$ cat src/rtl/pecmp_pkg.sv
// Shared types, constants and section codes for the chunked message parser.
package pecmp_pkg;

  localparam int BYTE_W   = 8;
  localparam int V7_W     = 7;
  localparam int WORD_W   = 14;
  localparam int ID_W     = 28;
  localparam int KIND_W   = 3;
  localparam int STATUS_W = 2;
  localparam int OP_W     = 4;
  localparam int IDX_W    = 3;

  // Section codes; the byte kind reported for a byte is the section it fell in.
  localparam logic [KIND_W-1:0] SEC_COMMON  = 3'd0;
  localparam logic [KIND_W-1:0] SEC_REQID   = 3'd1;
  localparam logic [KIND_W-1:0] SEC_HDRLEN  = 3'd2;
  localparam logic [KIND_W-1:0] SEC_HDRDATA = 3'd3;
  localparam logic [KIND_W-1:0] SEC_WORDS   = 3'd4;
  localparam logic [KIND_W-1:0] SEC_PROP    = 3'd5;
  localparam logic [KIND_W-1:0] SEC_DONE    = 3'd6;

  localparam logic [STATUS_W-1:0] ST_BUSY  = 2'd0;
  localparam logic [STATUS_W-1:0] ST_DONE  = 2'd1;
  localparam logic [STATUS_W-1:0] ST_EARLY = 2'd2;

  // Field write operations passed from the front to the back.
  localparam logic [OP_W-1:0] OP_NONE = 4'd0;
  localparam logic [OP_W-1:0] OP_TYPE = 4'd1;
  localparam logic [OP_W-1:0] OP_FMT  = 4'd2;
  localparam logic [OP_W-1:0] OP_ID   = 4'd3;
  localparam logic [OP_W-1:0] OP_REQ  = 4'd4;
  localparam logic [OP_W-1:0] OP_HLEN = 4'd5;
  localparam logic [OP_W-1:0] OP_NCH  = 4'd6;
  localparam logic [OP_W-1:0] OP_CNUM = 4'd7;
  localparam logic [OP_W-1:0] OP_DLEN = 4'd8;

  localparam int POS_W       = 4;
  localparam int COMMON_LEN  = 13;
  localparam int WORD_BYTES  = 6;
  localparam int CMDQ_DEPTH  = 4;
  localparam int CMDQ_PTR_W  = $clog2(CMDQ_DEPTH);
  localparam int OUTQ_DEPTH  = 2;
  localparam int OUTQ_PTR_W  = $clog2(OUTQ_DEPTH);

  typedef struct packed {
    logic [BYTE_W-1:0] data_byte;
    logic              end_of_message;
  } in_item_t;

  typedef struct packed {
    logic [KIND_W-1:0]   byte_kind;
    logic [BYTE_W-1:0]   payload_byte;
    logic [STATUS_W-1:0] status;
    logic [V7_W-1:0]     message_type;
    logic [V7_W-1:0]     message_format;
    logic [ID_W-1:0]     source_id;
    logic [ID_W-1:0]     dest_id;
    logic [V7_W-1:0]     request_id;
    logic [WORD_W-1:0]   header_length;
    logic [WORD_W-1:0]   chunk_count;
    logic [WORD_W-1:0]   chunk_number;
    logic [WORD_W-1:0]   data_length;
  } out_item_t;

  // One classified byte: what to report and which field to write.
  typedef struct packed {
    logic [BYTE_W-1:0]   payload_byte;
    logic [KIND_W-1:0]   byte_kind;
    logic [STATUS_W-1:0] status;
    logic                eom;
    logic [OP_W-1:0]     op;
    logic [IDX_W-1:0]    op_idx;
    logic [WORD_W-1:0]   op_val;
  } cmd_t;

endpackage

$ cat src/rtl/pecmp_front.sv
// Front end: walks the frame sections and classifies each accepted byte.
module pecmp_front (
  input  logic               clk,
  input  logic               rst_n,
  input  logic               accept,
  input  pecmp_pkg::in_item_t in_item,
  output pecmp_pkg::cmd_t    cmd
);
  import pecmp_pkg::*;

  logic [POS_W-1:0]  pos_r, pos_nxt;
  logic [KIND_W-1:0] sec_r, sec_nxt;
  logic [WORD_W-1:0] left_r, left_nxt;
  logic [V7_W-1:0]   hold_r, hold_nxt;

  logic [V7_W-1:0]   v;
  logic [WORD_W-1:0] word;
  logic [IDX_W-1:0]  l3;
  logic [IDX_W-1:0]  widx;

  assign v    = in_item.data_byte[V7_W-1:0];
  assign word = {v, hold_r};

  always_comb begin
    sec_nxt  = sec_r;
    left_nxt = left_r;
    hold_nxt = hold_r;
    cmd.payload_byte = in_item.data_byte;
    cmd.byte_kind    = sec_r;
    cmd.eom          = in_item.end_of_message;
    cmd.op           = OP_NONE;
    cmd.op_idx       = '0;
    cmd.op_val       = {{(WORD_W-V7_W){1'b0}}, v};
    // A word-section count outside 1..6 is treated as the last word byte.
    l3   = (left_r > WORD_W'(WORD_BYTES) || left_r == '0) ? IDX_W'(1) : left_r[IDX_W-1:0];
    widx = IDX_W'(WORD_BYTES) - l3;
    unique case (sec_r)
      SEC_COMMON: begin
        if (pos_r == POS_W'(3)) begin
          cmd.op = OP_TYPE;
        end else if (pos_r == POS_W'(4)) begin
          cmd.op = OP_FMT;
        end else if (pos_r >= POS_W'(5) && pos_r <= POS_W'(COMMON_LEN-1)) begin
          cmd.op     = OP_ID;
          cmd.op_idx = IDX_W'(pos_r - POS_W'(5));
        end
        if (pos_r >= POS_W'(COMMON_LEN-1)) begin
          sec_nxt = SEC_REQID;
        end
      end
      SEC_REQID: begin
        cmd.op   = OP_REQ;
        sec_nxt  = SEC_HDRLEN;
        left_nxt = WORD_W'(2);
      end
      SEC_HDRLEN: begin
        if (left_r >= WORD_W'(2)) begin
          hold_nxt = v;
          left_nxt = WORD_W'(1);
        end else begin
          cmd.op     = OP_HLEN;
          cmd.op_val = word;
          if (word != '0) begin
            sec_nxt  = SEC_HDRDATA;
            left_nxt = word;
          end else begin
            sec_nxt  = SEC_WORDS;
            left_nxt = WORD_W'(WORD_BYTES);
          end
        end
      end
      SEC_HDRDATA: begin
        if (left_r <= WORD_W'(1)) begin
          sec_nxt  = SEC_WORDS;
          left_nxt = WORD_W'(WORD_BYTES);
        end else begin
          left_nxt = left_r - WORD_W'(1);
        end
      end
      SEC_WORDS: begin
        if (!widx[0]) begin
          hold_nxt = v;
        end else begin
          cmd.op_val = word;
          if (widx == IDX_W'(1)) begin
            cmd.op = OP_NCH;
          end else if (widx == IDX_W'(3)) begin
            cmd.op = OP_CNUM;
          end else begin
            cmd.op = OP_DLEN;
          end
        end
        // The last word byte always completes the data length word.
        if (l3 <= IDX_W'(1)) begin
          if (word != '0) begin
            sec_nxt  = SEC_PROP;
            left_nxt = word;
          end else begin
            sec_nxt  = SEC_DONE;
            left_nxt = '0;
          end
        end else begin
          left_nxt = WORD_W'(l3 - IDX_W'(1));
        end
      end
      SEC_PROP: begin
        if (left_r <= WORD_W'(1)) begin
          sec_nxt  = SEC_DONE;
          left_nxt = '0;
        end else begin
          left_nxt = left_r - WORD_W'(1);
        end
      end
      default: begin
        sec_nxt  = SEC_DONE;
        left_nxt = '0;
      end
    endcase
    cmd.status = in_item.end_of_message ? ((sec_nxt == SEC_DONE) ? ST_DONE : ST_EARLY)
                                        : ST_BUSY;
    if (pos_r != '1) begin
      pos_nxt = pos_r + POS_W'(1);
    end else begin
      pos_nxt = pos_r;
    end
  end

  always_ff @(posedge clk) begin
    if (!rst_n) begin
      pos_r  <= '0;
      sec_r  <= SEC_COMMON;
      left_r <= '0;
      hold_r <= '0;
    end else if (accept) begin
      if (in_item.end_of_message) begin
        pos_r  <= '0;
        sec_r  <= SEC_COMMON;
        left_r <= '0;
        hold_r <= '0;
      end else begin
        pos_r  <= pos_nxt;
        sec_r  <= sec_nxt;
        left_r <= left_nxt;
        hold_r <= hold_nxt;
      end
    end
  end

`ifndef SYNTH
  a_done_no_count: assert property (@(posedge clk) disable iff (!rst_n)
    sec_r == SEC_DONE |-> left_r == '0)
    else $error("front: done section with a nonzero byte count");
  a_eom_resets: assert property (@(posedge clk) disable iff (!rst_n)
    accept && in_item.end_of_message |=> sec_r == SEC_COMMON && pos_r == '0)
    else $error("front: end of message did not return to the common header");
`endif

endmodule

$ cat src/rtl/pecmp_cmd_queue.sv
// Four-entry queue of classified bytes between the front and the back.
module pecmp_cmd_queue (
  input  logic            clk,
  input  logic            rst_n,
  input  logic            push,
  input  pecmp_pkg::cmd_t push_cmd,
  output logic            full,
  input  logic            pop,
  output pecmp_pkg::cmd_t pop_cmd,
  output logic            empty
);
  import pecmp_pkg::*;

  cmd_t                  mem_r [CMDQ_DEPTH];
  logic [CMDQ_PTR_W-1:0] wptr_r, rptr_r;
  logic [CMDQ_PTR_W:0]   cnt_r, cnt_nxt;

  assign full    = (cnt_r == (CMDQ_PTR_W+1)'(CMDQ_DEPTH));
  assign empty   = (cnt_r == '0);
  assign pop_cmd = mem_r[rptr_r];

  always_comb begin
    cnt_nxt = cnt_r;
    if (push && !full && !(pop && !empty)) begin
      cnt_nxt = cnt_r + (CMDQ_PTR_W+1)'(1);
    end else if (!(push && !full) && pop && !empty) begin
      cnt_nxt = cnt_r - (CMDQ_PTR_W+1)'(1);
    end
  end

  always_ff @(posedge clk) begin
    if (push && !full) begin
      mem_r[wptr_r] <= push_cmd;
    end
  end

  always_ff @(posedge clk) begin
    if (!rst_n) begin
      wptr_r <= '0;
      rptr_r <= '0;
      cnt_r  <= '0;
    end else begin
      if (push && !full) begin
        wptr_r <= wptr_r + CMDQ_PTR_W'(1);
      end
      if (pop && !empty) begin
        rptr_r <= rptr_r + CMDQ_PTR_W'(1);
      end
      cnt_r <= cnt_nxt;
    end
  end

endmodule

$ cat src/rtl/pecmp_back.sv
// Back end: applies field writes and queues finished results for the consumer.
module pecmp_back (
  input  logic                 clk,
  input  logic                 rst_n,
  input  logic                 cmd_empty,
  input  pecmp_pkg::cmd_t      cmd,
  output logic                 cmd_pop,
  output logic                 empty,
  input  logic                 pop,
  output pecmp_pkg::out_item_t out_item
);
  import pecmp_pkg::*;

  logic [V7_W-1:0]   type_r, fmt_r, req_r;
  logic [2*ID_W-1:0] id_r;
  logic [WORD_W-1:0] hlen_r, nch_r, cnum_r, dlen_r;

  logic [V7_W-1:0]   type_nxt, fmt_nxt, req_nxt;
  logic [2*ID_W-1:0] id_nxt;
  logic [WORD_W-1:0] hlen_nxt, nch_nxt, cnum_nxt, dlen_nxt;

  out_item_t             res;
  out_item_t             ob_r [OUTQ_DEPTH];
  logic [OUTQ_PTR_W-1:0] ob_wptr_r, ob_rptr_r;
  logic [OUTQ_PTR_W:0]   ob_cnt_r;
  logic                  ob_full;

  assign ob_full  = (ob_cnt_r == (OUTQ_PTR_W+1)'(OUTQ_DEPTH));
  assign cmd_pop  = !cmd_empty && !ob_full;
  assign empty    = (ob_cnt_r == '0);
  assign out_item = ob_r[ob_rptr_r];

  always_comb begin
    type_nxt = type_r;
    fmt_nxt  = fmt_r;
    req_nxt  = req_r;
    id_nxt   = id_r;
    hlen_nxt = hlen_r;
    nch_nxt  = nch_r;
    cnum_nxt = cnum_r;
    dlen_nxt = dlen_r;
    unique case (cmd.op)
      OP_NONE: ;
      OP_TYPE: type_nxt = cmd.op_val[V7_W-1:0];
      OP_FMT:  fmt_nxt  = cmd.op_val[V7_W-1:0];
      OP_ID:   id_nxt[cmd.op_idx*V7_W +: V7_W] = cmd.op_val[V7_W-1:0];
      OP_REQ:  req_nxt  = cmd.op_val[V7_W-1:0];
      OP_HLEN: hlen_nxt = cmd.op_val;
      OP_NCH:  nch_nxt  = cmd.op_val;
      OP_CNUM: cnum_nxt = cmd.op_val;
      OP_DLEN: dlen_nxt = cmd.op_val;
      default: ;
    endcase
    res.byte_kind      = cmd.byte_kind;
    res.payload_byte   = cmd.payload_byte;
    res.status         = cmd.status;
    res.message_type   = type_nxt;
    res.message_format = fmt_nxt;
    res.source_id      = id_nxt[ID_W-1:0];
    res.dest_id        = id_nxt[2*ID_W-1:ID_W];
    res.request_id     = req_nxt;
    res.header_length  = hlen_nxt;
    res.chunk_count    = nch_nxt;
    res.chunk_number   = cnum_nxt;
    res.data_length    = dlen_nxt;
  end

  always_ff @(posedge clk) begin
    if (!rst_n) begin
      type_r <= '0;
      fmt_r  <= '0;
      req_r  <= '0;
      id_r   <= '0;
      hlen_r <= '0;
      nch_r  <= '0;
      cnum_r <= '0;
      dlen_r <= '0;
    end else if (cmd_pop) begin
      // The closing byte still reports its fields; the next message starts clean.
      if (cmd.eom) begin
        type_r <= '0;
        fmt_r  <= '0;
        req_r  <= '0;
        id_r   <= '0;
        hlen_r <= '0;
        nch_r  <= '0;
        cnum_r <= '0;
        dlen_r <= '0;
      end else begin
        type_r <= type_nxt;
        fmt_r  <= fmt_nxt;
        req_r  <= req_nxt;
        id_r   <= id_nxt;
        hlen_r <= hlen_nxt;
        nch_r  <= nch_nxt;
        cnum_r <= cnum_nxt;
        dlen_r <= dlen_nxt;
      end
    end
  end

  always_ff @(posedge clk) begin
    if (cmd_pop) begin
      ob_r[ob_wptr_r] <= res;
    end
  end

  always_ff @(posedge clk) begin
    if (!rst_n) begin
      ob_wptr_r <= '0;
      ob_rptr_r <= '0;
      ob_cnt_r  <= '0;
    end else begin
      if (cmd_pop) begin
        ob_wptr_r <= ob_wptr_r + OUTQ_PTR_W'(1);
      end
      if (pop && !empty) begin
        ob_rptr_r <= ob_rptr_r + OUTQ_PTR_W'(1);
      end
      if (cmd_pop && !(pop && !empty)) begin
        ob_cnt_r <= ob_cnt_r + (OUTQ_PTR_W+1)'(1);
      end else if (!cmd_pop && pop && !empty) begin
        ob_cnt_r <= ob_cnt_r - (OUTQ_PTR_W+1)'(1);
      end
    end
  end

`ifndef SYNTH
  a_ob_bound: assert property (@(posedge clk) disable iff (!rst_n)
    ob_cnt_r <= (OUTQ_PTR_W+1)'(OUTQ_DEPTH))
    else $error("back: result buffer count out of range");
  a_eom_clears: assert property (@(posedge clk) disable iff (!rst_n)
    cmd_pop && cmd.eom |=> id_r == '0 && dlen_r == '0 && type_r == '0 && req_r == '0)
    else $error("back: fields not cleared after the closing transaction");
  a_pop_has_room: assert property (@(posedge clk) disable iff (!rst_n)
    cmd_pop |-> !ob_full && !cmd_empty)
    else $error("back: took a transaction without room for its result");
`endif

endmodule

$ cat src/rtl/pe_chunked_message_parser_core.sv
// Top level of the property-exchange chunked message parser.
// Takes one message byte per transaction and returns one result per byte: the
// byte's section, the byte itself, the end status and every field decoded so
// far. It sustains one byte per clock cycle while the consumer keeps taking
// results: the front classifies a byte in the cycle it is accepted and the
// back applies its field write as it pops the byte from the queue. A result
// passes the queue and then the registered result buffer on its way out; a
// four-entry queue between front and back and a two-entry result buffer let
// either side stall without stopping the other. No clearing pass after reset.
module pe_chunked_message_parser_core (
  input  logic                 clk,
  input  logic                 rst_n,
  input  logic                 push,
  output logic                 full,
  input  pecmp_pkg::in_item_t  in_item,
  output logic                 empty,
  input  logic                 pop,
  output pecmp_pkg::out_item_t out_item
);
  import pecmp_pkg::*;

  cmd_t front_cmd;
  cmd_t back_cmd;
  logic q_empty;
  logic q_pop;
  logic accept;

  assign accept = push && !full;

  pecmp_front u_front (
    .clk     (clk),
    .rst_n   (rst_n),
    .accept  (accept),
    .in_item (in_item),
    .cmd     (front_cmd)
  );

  pecmp_cmd_queue u_queue (
    .clk      (clk),
    .rst_n    (rst_n),
    .push     (push),
    .push_cmd (front_cmd),
    .full     (full),
    .pop      (q_pop),
    .pop_cmd  (back_cmd),
    .empty    (q_empty)
  );

  pecmp_back u_back (
    .clk       (clk),
    .rst_n     (rst_n),
    .cmd_empty (q_empty),
    .cmd       (back_cmd),
    .cmd_pop   (q_pop),
    .empty     (empty),
    .pop       (pop),
    .out_item  (out_item)
  );

endmodule
$ cat config.mk
export PLATFORM = sky130hd
export DESIGN_NAME = pe_chunked_message_parser_core
export DESIGN_NICKNAME = d
export VERILOG_FILES = /design/src/rtl/pecmp_pkg.sv /design/src/rtl/pecmp_front.sv /design/src/rtl/pecmp_cmd_queue.sv /design/src/rtl/pecmp_back.sv /design/src/rtl/pe_chunked_message_parser_core.sv
export SDC_FILE = /design/constraint.sdc
export NUM_CORES = 1
export LEC_CHECK = 0
export BUFFER_PORTS_ARGS = -buffer_cell sky130_fd_sc_hd__buf_2
export CAP_MARGIN = 20
export CORE_ASPECT_RATIO = 0.75
export CORE_MARGIN = 10
export CORE_UTILIZATION = 57
export CTS_BUF_LIST = sky130_fd_sc_hd__clkbuf_4
export DETAILED_ROUTE_END_ITERATION = 12
export GPL_TIMING_DRIVEN = 0
export PLACE_DENSITY = 0.88
export SYNTH_ARGS = -nofsm -noshare
export SYNTH_HDL_FRONTEND = slang
export SYNTH_HIERARCHICAL = 1
export SYNTH_SLANG_ARGS = --single-unit
$ cat constraint.sdc
create_clock -name clk -period 7.9 [get_ports clk]
set_clock_uncertainty 0.05 [all_clocks]
set_input_delay 0 -clock clk [delete_from_list [all_inputs] [get_ports clk]]
set_output_delay 0 -clock clk [all_outputs]
set_load 0.1 [all_outputs]
Word level (Yosys, flattened, before mapping)
Memories as Yosys holds them, arrays and structs flattened. A register that Yosys moved wholly into a read port is not among the register bits.
Index checks and enable logic that the tools add are counted.
{ "word_totals": {"mem_count": 2, "latchBits": 0, "output_inout_bits": 148, "ramBits": 432, "elab_cells": 169, "rom_bits": 0, "ff_bits": 172} }
{ "mem_list": {"columns": ["name", "depth", "word_bits", "read_ports", "rd_clocked_by_memory_dff", "wr", "line", "rtl"], "rows": [
  ["u_back.ob_r", 2, 146, 1, 1, 1, "pecmp_back.sv:23", "out_item_t ob_r [OUTQ_DEPTH];"],
  ["u_queue.mem_r", 4, 35, 1, 1, 1, "pecmp_cmd_queue.sv:14", "cmd_t mem_r [CMDQ_DEPTH];"]
]} }
{ "op_classes": {"n_addsub": 14, "shift": 2, "bitwise": 0, "eq_ne": 24, "mux": 69, "n_mul": 1, "order_cmp": 7, "reduce_logical": 32, "n_div": 0} }
{ "ops": {"columns": ["op", "n"], "rows": [
  ["14-bit 2-to-1 mux", 17],
  ["56-bit 2-to-1 mux", 2],
  ["14-bit case mux with 6 select lines", 1],
  ["7-bit 2-to-1 mux", 9],
  ["56-bit bitwise mux", 1],
  ["7-bit by 34-bit variable shift with 56-bit output (first input constant)", 1],
  ["7-bit by 34-bit variable part select with 56-bit output", 1],
  ["3-bit 2-to-1 mux", 14],
  ["6-bit negation with 34-bit output", 1],
  ["4-bit 2-to-1 mux", 7],
  ["14-bit case mux with 2 select lines", 1],
  ["4-bit by 3-bit == test with 1-bit output (second input constant)", 5],
  ["3-bit case mux with 6 select lines", 1],
  ["4-bit case mux with 4 select lines", 1],
  ["14-bit by 2-bit >= comparator with 1-bit output (second input constant)", 1],
  ["14-bit by 3-bit > comparator with 1-bit output (second input constant)", 1],
  ["14-bit by 1-bit <= comparator with 1-bit output (second input constant)", 1],
  ["14-bit zero test", 1],
  ["2-bit 2-to-1 mux", 7],
  ["7-bit case mux with 2 select lines", 1],
  ["14-bit nonzero test", 1],
  ["14-bit by 1-bit subtractor with 14-bit output (second input constant)", 1],
  ["3-bit == test (second input constant)", 4],
  ["4-bit by 2-bit == test with 1-bit output (second input constant)", 3],
  ["34 further kinds", 66]
]} }

Logic depth before layout (Yosys ltp)
{ "logic_depth": {"ltp_word": 9, "ltp_mapped": 14} }

Modules after synthesis
Netlist, hierarchy kept.
{ "by_module_without_submodules": {"columns": ["mod", "seq_area_each_um2", "area_per_inst_um2", "n_inst", "cells_each"], "rows": [
  ["pecmp_back", 11531.1, 17805.8, 1, 1262],
  ["pecmp_cmd_queue", 4384.2, 5655.4, 1, 251],
  ["pecmp_front", 560.5, 2429.8, 1, 327],
  ["pe_chunked_message_parser_core", 0.0, 13.8, 1, 1]
]} }

Worst setup path after synthesis
OpenSTA, ideal clock, no wires.
{ "synth_timing": {"kind": "reg-to-reg", "from": "register u_queue.cnt_r[0]", "to": "memory u_back/ob_r[0][0] (netlist bit) (enable)", "arrival_time_ns": 7.366, "stages_incl_launch_ff": 9, "t_required_ns": 7.196, "path_buffers": 4, "path_slack_ns": -0.170, "path_cell_list": "dfxtp_1 buf_2 nor3_1 buf_2 inv_1 nand2_1 buf_2 buf_2 nor2_1"} }
{ "synth_between": {"elab_chain_cells": 5} }
{ "synth_rtl": {"columns": ["element", "line", "rtl"], "rows": [
  ["start, declared", "pecmp_cmd_queue.sv:16", "logic [CMDQ_PTR_W:0] cnt_r, cnt_nxt;"],
  ["start signal, assigned", "pecmp_cmd_queue.sv:49", "cnt_r <= cnt_nxt;"],
  ["3-bit zero test", "pecmp_cmd_queue.sv:19", "assign empty = (cnt_r == '0);"],
  ["via q_empty", "pe_chunked_message_parser_core.sv:24", "logic q_empty;"],
  ["1-bit zero test", "pecmp_back.sv:29", "assign cmd_pop = !cmd_empty && !ob_full;"],
  ["1-bit logical AND", "pecmp_back.sv:29", null],
  ["1-bit 2-to-1 mux", "pecmp_back.sv:103", "if (cmd_pop) begin"],
  ["1-bit 2-to-1 mux (not written as such)", "pecmp_back.sv:104", "ob_r[ob_wptr_r] <= res;"],
  ["end, declared", "pecmp_back.sv:23", null]
]} }
The timed path passes the listed nets, and every way through them passes these cells.

Final worst setup path
{ "layout_timing": {"from": "register u_queue.cnt_r[0]", "to": "register u_queue.cnt_r[1]"} }
{ "layout_between": {"elab_chain_cells": 7, "elab_cells_between_ends": 17} }
{ "layout_rtl": {"columns": ["element", "line", "rtl"], "rows": [
  ["3-bit zero test", "pecmp_cmd_queue.sv:19", null],
  ["via q_empty", "pe_chunked_message_parser_core.sv:24", null],
  ["1-bit zero test", "pecmp_back.sv:29", null],
  ["1-bit logical AND", "pecmp_back.sv:29", null],
  ["via q_pop", "pe_chunked_message_parser_core.sv:25", "logic q_pop;"],
  ["1-bit logical AND", "pecmp_cmd_queue.sv:24", "if (push && !full && !(pop && !empty)) begin"],
  ["1-bit zero test", "pecmp_cmd_queue.sv:24", null],
  ["1-bit logical AND", "pecmp_cmd_queue.sv:24", null],
  ["3-bit 2-to-1 mux", "pecmp_cmd_queue.sv:24", null],
  ["via u_queue.cnt_nxt[1]", "pecmp_cmd_queue.sv:16", null]
]} }
The timed path passes the listed nets, and every way through them passes these cells. The select of a mux whose other input is x is not followed.
A chain may end at the register's enable or synchronous reset.

==> impl_metrics.json <==
{
  "post_cts_buffers": 0,
  "use_met3": 0.0690,
  "die_area_sq_mm": 0.0545,
  "netlist_area_sq_mm": 0.0259,
  "yosysSeqAreaShare": 0.636,
  "globalRouteOverflowTotal": 0,
  "cp_num_buf_inv": 8,
  "relSlewSlack": 0.220,
  "hold_path.startpoint": "in_item[6]",
  "dieWidth_um": 266,
  "syn_avg_cell_area_sq_um": 14.1,
  "finalCriticalPeriod_ns": 4.80,
  "endpoint_kind": "register",
  "synth-main-ff-cell": "edfxtp_1",
  "final_common_cell": "edfxtp_1",
  "drt-initial-drc-count": 2197,
  "critPathTopFamily": "buffers and inverters",
  "arrival_ns": 5.49,
  "tightest_slew_ns": 1.16,
  "slew_viol_final": 0,
  "async_flop_share": 0,
  "core_sq_mm": 0.0448,
  "layout-drive-gt1-share": 0.344,
  "met1_usage": 0.329,
  "ctsRootBufferMaster": "clkbuf_4",
  "cpMaxStageDelayCell": "dlygate4sd3_1",
  "row_count": 67,
  "num_vias": 17687,
  "die_h_um": 205,
  "fin_crit_sh": 0.607,
  "syn_to_final_growth_pct": 15.6,
  "setup_tns_ns": 0,
  "port_buffers": 159,
  "setup_viol": 0,
  "cpMostUsedCell": "buf_2",
  "htreeDepth": 4,
  "grt_pass1_vias": 17792,
  "fillers": 3050,
  "status": "finished, final reports clean",
  "cts_tree": "yes",
  "cts_hold_buf": 26,
  "vias_per_cell": 6.11,
  "cap_violations": 0,
  "max_freq_mhz": 208,
  "cp_max_fo": 11,
  "clock_sinks": 607,
  "critPathLaunch": "u_queue/cnt_r[0]",
  "ys_warn_count": 6,
  "hold_violations": 0,
  "globalplace.congestion": 0.926,
  "grt_max_degree": 62,
  "clock_latency_ns": 0.87,
  "ys_seq_elements": 607,
  "synth.distinct_cells": 82,
  "synth_edf_count": 432,
  "cts_made_buffers": 144,
  "postSynthCellCount": 1841,
  "required_ns": 8.59,
  "final_cell_mix": "edfxtp_1 (432), mux2_2 (245), clkbuf_4 (232)",
  "synthesis.nets": 1873,
  "final_nets": 2214,
  "grtUsageTotal": 0.239,
  "r2r_start": "u_queue/cnt_r[0]",
  "drtAntennaViolNets": 0,
  "firstDrtPassIters": 7,
  "crit_path_start_kind": "register",
  "cts_max_path_buffers": 3,
  "met2_usage": 0.363,
  "clk_pin_slew_worst_paths_ns": 0.06,
  "start_util": 0.579,
  "cts_resized": 0,
  "grt_pass1_wl_um": 101000,
  "drc_errors": 0,
  "antenna_found_initial": 4,
  "grt.busiest_layer": "met2",
  "wire_per_inst_um": 22.7,
  "min_path_type": "input pin to register",
  "drt-total-wl_um": 65700,
  "regArea_sq_mm": 0.0165,
  "crit_chain": "buf_2 -> nor3_1 -> buf_2 -> inv_1 -> nand2_1 -> buf_2 -> inv_1 -> clkbuf_1 -> o21ai_0 -> nand3_1 -> fa_1 -> o21ai_0 -> dlygate4sd3_1 -> a21oi_1 -> dlygate4sd3_1",
  "boundaryPins": 161,
  "worstSetupPathType": "register to register",
  "dp_hpwl_um": 44700,
  "final_util": 0.669,
  "cp_slowest_stage_delay_ns": 0.58,
  "rsz0062_at_grt": "false",
  "multi_input_area_sq_mm": 0.00869
}
-- layout make-up --
class,instances,share of cell area
buffer,134,0.0225
clock buffer,232,0.0581
clock inverter,34,0.00919
timing repair buffer,195,0.0424
antenna,5,0.000418
multi-input combinational,1078,0.290
inverter,22,0.00292
sequential,607,0.550
tap,586,0.0245
-- state kept, by name (all words and copies together), names as in the netlist, named ones only --
| register | flops |
|---|---|
| u_back/cnum_r | 14 |
| u_back/dlen_r | 14 |
| u_back/fmt_r | 7 |
| u_back/hlen_r | 14 |
| u_back/id_r | 56 |
| u_back/nch_r | 14 |
| u_back/ob_cnt_r | 2 |
| u_back/ob_r | 292 |
| u_back/ob_rptr_r | 1 |
| u_back/ob_wptr_r | 1 |
| u_back/req_r | 7 |
| u_back/type_r | 7 |
| u_front/hold_r | 7 |
| u_front/left_r | 14 |
| u_front/pos_r | 4 |
| u_front/sec_r | 3 |
| u_queue/cnt_r | 3 |
| u_queue/mem_r | 140 |
| u_queue/rptr_r | 2 |
| u_queue/wptr_r | 2 |
-- worst paths after layout --
path	endpoint	slack (ns)	depth (start not counted)
worst max-delay path	u_queue/cnt_r[1]	3.10	15
worst max register to register	u_queue/cnt_r[1]	3.10	15
worst min register to register	u_back/id_r[8]	0.42	1
worst min-delay path	u_queue/mem_r[1][32]	0.09	3
-- Yosys cell counts (all sizes together) (5+ instances only) --
library cell / instances / share of area
edfxtp: 432 / 0.50
mux2: 245 / 0.11
dfxtp: 175 / 0.14
nand2: 146 / 0.022
o21ai: 84 / 0.016
clkbuf: 79 / 0.011
nor2b: 71 / 0.017
a21boi: 57 / 0.017
buf: 55 / 0.015
a22oi: 50 / 0.014
nand3: 45 / 0.0087
nor2: 45 / 0.0068
mux4: 35 / 0.030
nand2b: 33 / 0.0080
o2bb2ai: 28 / 0.012
inv: 21 / 0.0030
a21oi: 20 / 0.0042
ha: 18 / 0.0087
and2: 17 / 0.0041
nor3: 15 / 0.0029
nor4: 15 / 0.0054
and3: 13 / 0.0031
a22o: 11 / 0.0037
or3: 11 / 0.0027
o211ai: 10 / 0.0031
xor2: 10 / 0.0037
o22ai: 8 / 0.0019
or4: 6 / 0.0020
a311oi: 5 / 0.0017
a31oi: 5 / 0.0012
nand4: 5 / 0.0012
nor4b: 5 / 0.0040
o21a: 5 / 0.0014
xnor2: 5 / 0.0020
-- logic make-up (layout without fill, tap and decap cells) --
logic type | count (synthesis) | after routing | share of synthesized area
fa+ha+maj | 19 | 19 | 0.00947
other cells | 0 | 5 | 0
buf+inv | 156 | 617 | 0.0294
simple gates | 448 | 448 | 0.0949
flops | 607 | 607 | 0.636
mux | 283 | 283 | 0.138
xor+xnor | 15 | 15 | 0.00565
compound gates | 313 | 313 | 0.0865
-- routing by layer --
layer	vias up	part of all wire
met5	-	0.00032
met4	4	0.020
met3	131	0.11
met2	1025	0.46
met1	8784	0.41
li1	7743	-
-- metrics by stage --
stage               cells  area (sq um)  hold WS (ns)  worst slack [ns]
global placement     2586         27400         0.158            0.0389
detailed placement   2596         27700         0.161              4.12
floorplan            1841         25900        0.0757              2.32
CTS                  2888         29900        0.0131              3.23
finish               2893         30000        0.0898              3.10
global route         2892         30000        0.0214              2.85
-- tightest hold or removal path, delay by kind of cell --
family / cells / cell delay (ns)
buffers and inverters: 3 / 0.88
Power is not shown: default switching activity piles up to over one toggle a cycle in this logic, so the estimate is an artifact.
